**config.mk**
```make
export PLATFORM = sky130hd
export DESIGN_NAME = sorted_array_priority_queue
export DESIGN_NICKNAME = d
export VERILOG_FILES = /design/src/hw/rtl/sapq_pkg.sv /design/src/hw/rtl/sapq_cell.sv /design/src/hw/rtl/sorted_array_priority_queue.sv
export VERILOG_INCLUDE_DIRS = /design/src /design/src/hw/rtl
export SDC_FILE = /design/constraint.sdc
export NUM_CORES = 2
export LEC_CHECK = 0
export ABC_AREA = 1
export BUFFER_PORTS_ARGS = -buffer_cell sky130_fd_sc_hd__buf_2
export CAP_MARGIN = 20
export CELL_PAD_IN_SITES_DETAIL_PLACEMENT = 0
export CELL_PAD_IN_SITES_GLOBAL_PLACEMENT = 1
export CORE_AREA = 2 2 219 382
export CTS_CLUSTER_SIZE = 24
export DETAILED_ROUTE_END_ITERATION = 10
export DIE_AREA = 0 0 221 384
export GPL_ROUTABILITY_DRIVEN = 0
export GPL_TIMING_DRIVEN = 0
export PLACE_DENSITY_LB_ADDON = 0.25
export SLEW_MARGIN = 20
export SYNTH_ARGS = -nofsm -noshare
export SYNTH_HDL_FRONTEND = slang
export SYNTH_HIERARCHICAL = 1
export SYNTH_SLANG_ARGS = --single-unit
```
**constraint.sdc**
```tcl
create_clock -name clk -period 6.5 [get_ports clk]
set_input_delay 0.65 -clock clk [delete_from_list [all_inputs] [get_ports clk]]
set_output_delay 0.65 -clock clk [all_outputs]
set_load 0.1 [all_outputs]
```
**src/hw/rtl/sorted_array_priority_queue_assert.svh**
```systemverilog
// Assertion macros for the sorted array priority queue.
`ifndef SORTED_ARRAY_PRIORITY_QUEUE_ASSERT_SVH
`define SORTED_ARRAY_PRIORITY_QUEUE_ASSERT_SVH

// Same-cycle implication, sampled on clk, off during reset.
`define SAPQ_ASSERT_NOW(name, pre, post, msg) \
	name: assert property (@(posedge clk) disable iff (!arst_n) (pre) |-> (post)) \
		else $error(msg);

// Next-cycle implication, sampled on clk, off during reset.
`define SAPQ_ASSERT_NXT(name, pre, post, msg) \
	name: assert property (@(posedge clk) disable iff (!arst_n) (pre) |=> (post)) \
		else $error(msg);

`endif

```
**src/hw/rtl/sapq_pkg.sv**
```systemverilog
// Package: types and codes of the sorted array priority queue.
`default_nettype none
package sapq_pkg;

	localparam int unsigned DEPTH   = 16;
	localparam int unsigned VALUE_W = 32;
	localparam int unsigned ENTRY_W = 5;

	localparam logic OP_INSERT = 1'b0;
	localparam logic OP_REMOVE = 1'b1;

	typedef enum logic [1:0] {
		ST_OK    = 2'd0,
		ST_FULL  = 2'd1,
		ST_EMPTY = 2'd2
	} status_t;

	typedef struct packed {
		logic                      opcode;
		logic signed [VALUE_W-1:0] value;
	} req_t;

	typedef struct packed {
		logic signed [VALUE_W-1:0] removed_value;
		logic [1:0]                status;
		logic [ENTRY_W-1:0]        entry_count;
	} rsp_t;

	// Broadcast to every cell.
	typedef struct packed {
		logic                      ins;
		logic                      rem;
		logic signed [VALUE_W-1:0] value;
	} cell_cmd_t;

	// What a cell shows its neighbors.
	typedef struct packed {
		logic                      occ;
		logic                      gt;
		logic signed [VALUE_W-1:0] data;
	} cell_link_t;

endpackage
`default_nettype wire

```
**src/hw/rtl/sapq_cell.sv**
```systemverilog
// One slot of the sorted chain: holds an entry and shifts with its neighbors.
`default_nettype none
module sapq_cell (
	input  wire                  clk,
	input  wire                  arst_n,
	input  sapq_pkg::cell_cmd_t  cmd,
	input  sapq_pkg::cell_link_t lft,
	input  sapq_pkg::cell_link_t rgt,
	output sapq_pkg::cell_link_t link
);
	import sapq_pkg::*;

	logic                      occ_q;
	logic signed [VALUE_W-1:0] data_q;
	logic                      occ_d;
	logic signed [VALUE_W-1:0] data_d;
	logic                      gt;

	assign gt = occ_q && ($signed(data_q) > $signed(cmd.value));

	always_comb begin
		occ_d  = occ_q;
		data_d = data_q;
		if (cmd.ins) begin
			if (gt || !occ_q) begin
				if (lft.gt) begin
					data_d = lft.data;
					occ_d  = 1'b1;
				end else if (lft.occ) begin
					data_d = cmd.value;
					occ_d  = 1'b1;
				end
			end
		end else if (cmd.rem) begin
			data_d = rgt.data;
			occ_d  = rgt.occ;
		end
	end

	always_ff @(posedge clk or negedge arst_n) begin
		if (!arst_n) begin
			occ_q <= 1'b0;
		end else begin
			occ_q <= occ_d;
		end
	end

	always_ff @(posedge clk) begin
		data_q <= data_d;
	end

	assign link = '{occ: occ_q, gt: gt, data: data_q};

endmodule
`default_nettype wire

```
**src/hw/rtl/sorted_array_priority_queue.sv**
```systemverilog
// A result is registered and shown in the cycle after its transaction is accepted.
// Throughput: one insert or remove per cycle unless a stalled result holds the request;
// every cell of the chain updates in the same cycle, so no operation waits on another.
// Reset clears the occupied bits, the entry count and the output valid;
// entry data is not reset and becomes defined as entries are written.
`default_nettype none
module sorted_array_priority_queue (
	input  wire            clk,
	input  wire            arst_n,
	input  wire            req_valid,
	output logic           req_stall,
	input  sapq_pkg::req_t req,
	output logic           rsp_valid,
	input  wire            rsp_stall,
	output sapq_pkg::rsp_t rsp
);
	import sapq_pkg::*;

	localparam int unsigned CW = $clog2(DEPTH + 1);

	cell_cmd_t       cmd;
	cell_link_t      link [DEPTH];
	cell_link_t      lft  [DEPTH];
	cell_link_t      rgt  [DEPTH];
	logic [DEPTH-1:0] occ_vec;
	logic            accept;
	logic            full;
	logic            empty;
	logic [CW-1:0]   count_q;
	logic [CW-1:0]   count_d;
	logic            rsp_valid_q;
	rsp_t            rsp_q;
	rsp_t            rsp_d;

	assign req_stall = rsp_valid_q && rsp_stall;
	assign accept    = req_valid && !req_stall;
	assign full      = link[DEPTH-1].occ;
	assign empty     = !link[0].occ;

	assign cmd.ins   = accept && (req.opcode == OP_INSERT) && !full;
	assign cmd.rem   = accept && (req.opcode == OP_REMOVE) && !empty;
	assign cmd.value = req.value;

	always_comb begin
		for (int i = 0; i < DEPTH; i++) begin
			occ_vec[i] = link[i].occ;
			if (i == 0) begin
				lft[i] = '{occ: 1'b1, gt: 1'b0, data: '0};
			end else begin
				lft[i] = link[i-1];
			end
			if (i == DEPTH - 1) begin
				rgt[i] = '{occ: 1'b0, gt: 1'b0, data: '0};
			end else begin
				rgt[i] = link[i+1];
			end
		end
	end

	for (genvar g = 0; g < DEPTH; g++) begin : g_cell
		sapq_cell u_cell (
			.clk    (clk),
			.arst_n (arst_n),
			.cmd    (cmd),
			.lft    (lft[g]),
			.rgt    (rgt[g]),
			.link   (link[g])
		);
	end

	always_comb begin
		count_d = count_q;
		if (cmd.ins) begin
			count_d = count_q + CW'(1);
		end else if (cmd.rem) begin
			count_d = count_q - CW'(1);
		end
	end

	always_comb begin
		rsp_d.removed_value = '0;
		rsp_d.status        = ST_OK;
		rsp_d.entry_count   = ENTRY_W'(count_d);
		if (req.opcode == OP_INSERT) begin
			if (full) begin
				rsp_d.status = ST_FULL;
			end
		end else if (empty) begin
			rsp_d.status = ST_EMPTY;
		end else begin
			rsp_d.removed_value = link[0].data;
		end
	end

	always_ff @(posedge clk or negedge arst_n) begin
		if (!arst_n) begin
			count_q     <= '0;
			rsp_valid_q <= 1'b0;
		end else begin
			count_q <= count_d;
			if (accept) begin
				rsp_valid_q <= 1'b1;
			end else if (!rsp_stall) begin
				rsp_valid_q <= 1'b0;
			end
		end
	end

	always_ff @(posedge clk) begin
		if (accept) begin
			rsp_q <= rsp_d;
		end
	end

	assign rsp_valid = rsp_valid_q;
	assign rsp       = rsp_q;

`include "sorted_array_priority_queue_assert.svh"

	`SAPQ_ASSERT_NOW(a_count_matches_cells, 1'b1,
		count_q == CW'($countones(occ_vec)),
		"count disagrees with occupied cells")
	`SAPQ_ASSERT_NOW(a_occ_prefix, 1'b1,
		(occ_vec & (occ_vec + DEPTH'(1))) == '0,
		"occupied cells not contiguous from slot 0")
	`SAPQ_ASSERT_NXT(a_full_reject,
		accept && (req.opcode == OP_INSERT) && full,
		rsp_valid && (rsp.status == ST_FULL) && full,
		"insert into full queue not rejected")
	`SAPQ_ASSERT_NXT(a_remove_shrinks, cmd.rem,
		count_q == $past(count_q) - CW'(1),
		"remove did not shrink the queue")

endmodule
`default_nettype wire

```
Word level (Yosys, flattened, before mapping)
Index checks and enable logic that the tools add are counted.
Cells by class
  reduce and logical (&&, ||, !) cells: 73
  muxes and demuxes: 163
  equality and inequality tests: 32
  bitwise logic cells: 1
  magnitude comparators: 16
  add/subtract/negate cells: 2
Operator list (count)
  $mux 32: 78
  $gt 32x32->1: 16
  $mux 1: 81
  $ne 3x1->1 const B: 15
  $reduce_and 3->1: 15
  $ne 2x1->1 const B: 17
  $logic_and 1x1->1: 22
  $logic_not 1->1: 17
  $logic_or 1x1->1: 16
  $mux 5: 2
  $add 5x1->5 const B: 1
  $sub 5x1->5 const B: 1
  $mux 2: 2
  $reduce_and 2->1: 2
  $reduce_bool 2->1: 1
  $not 1->1: 1
Word-level totals
  word-level logic and storage cells: 324
  register bits: 573
  output and inout bits: 41

Longest topological paths before layout
  depth in word-level cells: 7
  depth in mapped cells: 23
  depth with buffers taken out: 22

Modules after synthesis
Netlist, hierarchy kept.
By module, submodules not included
  sapq_cell: cells each 332, instances 16, area each 2565.0 um^2, seq. area each 985.9 um^2
  sorted_array_priority_queue: cells each 175, instances 1, area each 1883.1 um^2, seq. area each 1321.3 um^2

Least setup slack after synthesis
OpenSTA, ideal clock, no wires.
  path kind: reg2reg
  start point: register rsp_valid_q (netlist: rsp_valid)
  end point: register g_cell[0].u_cell.data_q[0] (enable)
  path slack: 2665 ps
  library setup time: 375 ps
  stages on the path, launching flop included: 10
  data arrival time: 3460 ps
  clock period less this slack: 3835 ps
  data required time: 6125 ps
  cell sequence: dfrtp_1 nand2_2 nand2_2 inv_2 nand2_2 inv_2 inv_2 nor2_1 nand2_2 nand2_2
RTL lines
  start, declared: line sorted_array_priority_queue.sv:31  | logic rsp_valid_q;
  start signal, assigned: line sorted_array_priority_queue.sv:98  | rsp_valid_q <= 1'b0;
  start signal, assigned: line sorted_array_priority_queue.sv:102  | rsp_valid_q <= 1'b1;
  start signal, assigned: line sorted_array_priority_queue.sv:104  | rsp_valid_q <= 1'b0;
  end signal, assigned: line sapq_cell.sv:49  | data_q <= data_d;
  end, declared: line sapq_cell.sv:14  | logic signed [VALUE_W-1:0] data_q;

==> results_tabular.tex <==
\begin{tabular}{lr}
\hline
Metric & Value \\
\hline
\multicolumn{2}{l}{\textbf{Run}} \\
Max Cap Violations & 0 \\
\multicolumn{2}{l}{\textbf{Global route}} \\
Number of antenna violations at the first check in global routing & 0 \\
Global-route total usage across every layer & 28.35\% \\
Via count of the first global-routing pass & 37800 \\
Wire length of the first global-routing pass & 191200 um \\
Final global-route overflow total & 0 \\
Maximum number of pins on one net before global-route repair & 69 \\
\multicolumn{2}{l}{\textbf{Timing}} \\
Max-slew violation count & 0 \\
Worst-margin pin slew & 0.8972 ns \\
Post-route fraction of the period consumed by the critical path & 58.98\% \\
Final hold violation count & 0 \\
Post-route setup TNS & 0 ns \\
Setup repair after global routing missed its margin & false \\
Worst setup skew after layout & 0.01728 ns \\
Final worst setup slack & 2.667 ns \\
Crit path time final & 3.833 ns \\
Relative slew slack & 39.98\% \\
Maximum clock frequency & 260.9 MHz \\
Setup violations, final & 0 \\
\multicolumn{2}{l}{\textbf{Min path}} \\
Worst Hold Endpoint & rsp\_valid \\
Hold wc startpoint & req\_valid \\
Kind of path behind the tightest hold check & primary input to flop \\
Number of cells traversed by the worst hold path & 3 \\
\multicolumn{2}{l}{\textbf{Die}} \\
Top Ports & 78 \\
Die area & 84860 um2 \\
Width of the chip & 221 um \\
Floorplan Core Area & 81910 um2 \\
Cell row count & 139 \\
Vertical extent of the die & 384 um \\
Initial Utilization & 52.38\% \\
\multicolumn{2}{l}{\textbf{Clock network}} \\
CTS sink cnt & 573 \\
Number of levels the H-tree was split into & 2 \\
TritonCTS clock tree & built \\
Clock insertion delay at the later pin of the skew report & 0.67 ns \\
Clock root buffer & sky130\_fd\_sc\_hd\_\_clkbuf\_16 \\
Clock-pin slew of the registers on the worst-case setup and hold paths & 0.06 ns \\
Number of buffers between clock root and the deepest sink & 3 \\
Cts bufs inserted & 58 \\
\multicolumn{2}{l}{\textbf{Drt}} \\
Count of routing violations after the opening detailed-route iteration & 1933 \\
DRC viols & 0 \\
Routed length on met1 & 40480 um \\
First-pass DRT Iterations & 5 \\
Avg WL per Cell & 17.73 um \\
Remaining number of nets flagged by the antenna check after routing & 0 \\
Met3 Wirelength & 3295 um \\
Sum of met2 wire segment lengths after detailed routing & 69090 um \\
DR vias & 36010 \\
Via density & 5.300 \\
Detailed Route WL & 120500 um \\
Uppermost signal routing layer after detailed routing & met4 \\
\multicolumn{2}{l}{\textbf{Final layout}} \\
Layout-stage area growth over the synthesis result & 9.113\% \\
Share of final-layout standard cells stronger than drive strength 1 & 7.093\% \\
Final standard cell count with taps included and fillers excluded & 6795 \\
Final layout net count & 6245 \\
Most common cell after layout, fill and taps aside & sky130\_fd\_sc\_hd\_\_nand2\_1 \\
Ant. Diodes & 0 \\
Commonest non-fill, non-tap cells in the layout & sky130\_fd\_sc\_hd\_\_nand2\_1, sky130\_fd\_sc\_hd\_\_nor2\_1, sky130\_fd\_sc\_hd\_\_inv\_1 \\
\multicolumn{2}{l}{\textbf{Setup path}} \\
Worst endpoint required time & 6.78 ns \\
Reg-to-Reg End & g\_cell[12].u\_cell/data\_q[1] \\
Reg2Reg Setup Slack & 2.67 ns \\
RR Startpoint & rsp\_valid \\
Critical path fanouts, max & 68 \\
Category of the most critical setup path & flop to flop \\
Worst reg-to-reg path cell count & 10 \\
Sort of element at the end of the critical path & flop \\
Type of element launching the critical path & flop \\
Data arrival time at the worst-slack endpoint & 4.11 ns \\
\multicolumn{2}{l}{\textbf{Power and ir drop}} \\
Maximum vdd drop & 0.0003238 V \\
Power density of the placed cells & 284.3 nW/um2 \\
Leakage dissipation & 22.12 nW \\
\multicolumn{2}{l}{\textbf{Placed design}} \\
Placed Cells & 6690 \\
Post-DP HPWL & 97240 um \\
Dpl ws & 2.204 ns \\
Number of buffers inserted by port buffering & 77 \\
\multicolumn{2}{l}{\textbf{Logic synthesis}} \\
Number of warnings printed during yosys synthesis & 6 \\
Netlist area before placement & 42910 um2 \\
Syn Area/Cell & 7.824 um2 \\
Number of instances in the synthesized netlist & 5484 \\
\multicolumn{2}{l}{\textbf{Outcome}} \\
Outcome & finished clean \\
\hline
\end{tabular}
[flip-flops by register name, indices dropped and copies added (netlist names)]
register / cells
count_q: 5
g_cell.u_cell/data_q: 512
g_cell.u_cell/occ_q: 16
rsp: 39
rsp_valid: 1
[report_power, final]
group | internal [mW] | total (mW) | switching, mW
sequential | 4.88 | 5.31 | 0.429
combinational | 1.33 | 4.50 | 3.17
clock | 1.97 | 3.51 | 1.53
[stage by stage]
step / hold slack, ns / power (mW) / util, % / cell area (um2)
global route: 0.2555 / 14.14 / 57.15 / 46820
finish: 0.2624 / 13.31 / 57.15 / 46820
global placement: 0.5266 / 9.754 / 54.79 / 44880
floorplan: 0.3544 / 8.408 / - / 43170
detailed placement: 0.5337 / 9.880 / 54.83 / 44910
CTS: 0.2366 / 13.41 / 57.15 / 46820
[worst max-delay path, cell delays in order (launching register included)]
cell and delay [ns]:
sky130_fd_sc_hd__dfrtp_1 0.38, sky130_fd_sc_hd__nand2_2 0.12, sky130_fd_sc_hd__nand2_2 0.07, sky130_fd_sc_hd__inv_2 0.60
sky130_fd_sc_hd__nand2_2 0.29, sky130_fd_sc_hd__inv_6 0.41, sky130_fd_sc_hd__buf_16 0.35, sky130_fd_sc_hd__inv_2 0.22
sky130_fd_sc_hd__nor2_1 0.18, sky130_fd_sc_hd__nand2_2 0.08, sky130_fd_sc_hd__nand2_2 0.62
[final cells by class]
cell class	instances	area, um2
buffer	226	968.4
tap	1057	1323
sequential	573	17100
clock buffer	74	1575
clock inverter	30	317.8
fill	7942	35100
timing repair buffer	79	422.9
multi-input combinational	4026	22370
inverter	730	2745
[worst max-delay path by stage]
stage | start | endpoint | slack [ns] | cells after the start
detailed placement | req[7] | g_cell[14].u_cell/data_q[5] | 2.20 | 18
global route | rsp_valid | g_cell[9].u_cell/data_q[4] | 2.33 | 10
global placement | rsp_stall | g_cell[0].u_cell/data_q[5] | 0.99 | 10
finish | rsp_valid | g_cell[12].u_cell/data_q[1] | 2.67 | 10
floorplan | rsp_valid | g_cell[0].u_cell/data_q[0] | 2.67 | 9
CTS | rsp_valid | g_cell[11].u_cell/data_q[0] | 2.61 | 10
[metal layers]
metal	vias to the layer above	track usage, %
li1	18590	-
met1	16420	25.56
met2	712	59.71
met3	282	2.203
met4	0	16.72
met5	-	0
[what timing repair did]
item	in CTS	in global routing
hold buffers	1	0
setup buffers	0	0
gates resized for setup	0	0
endpoints found under the hold margin	22	0
(Power assumes the default switching activity.)
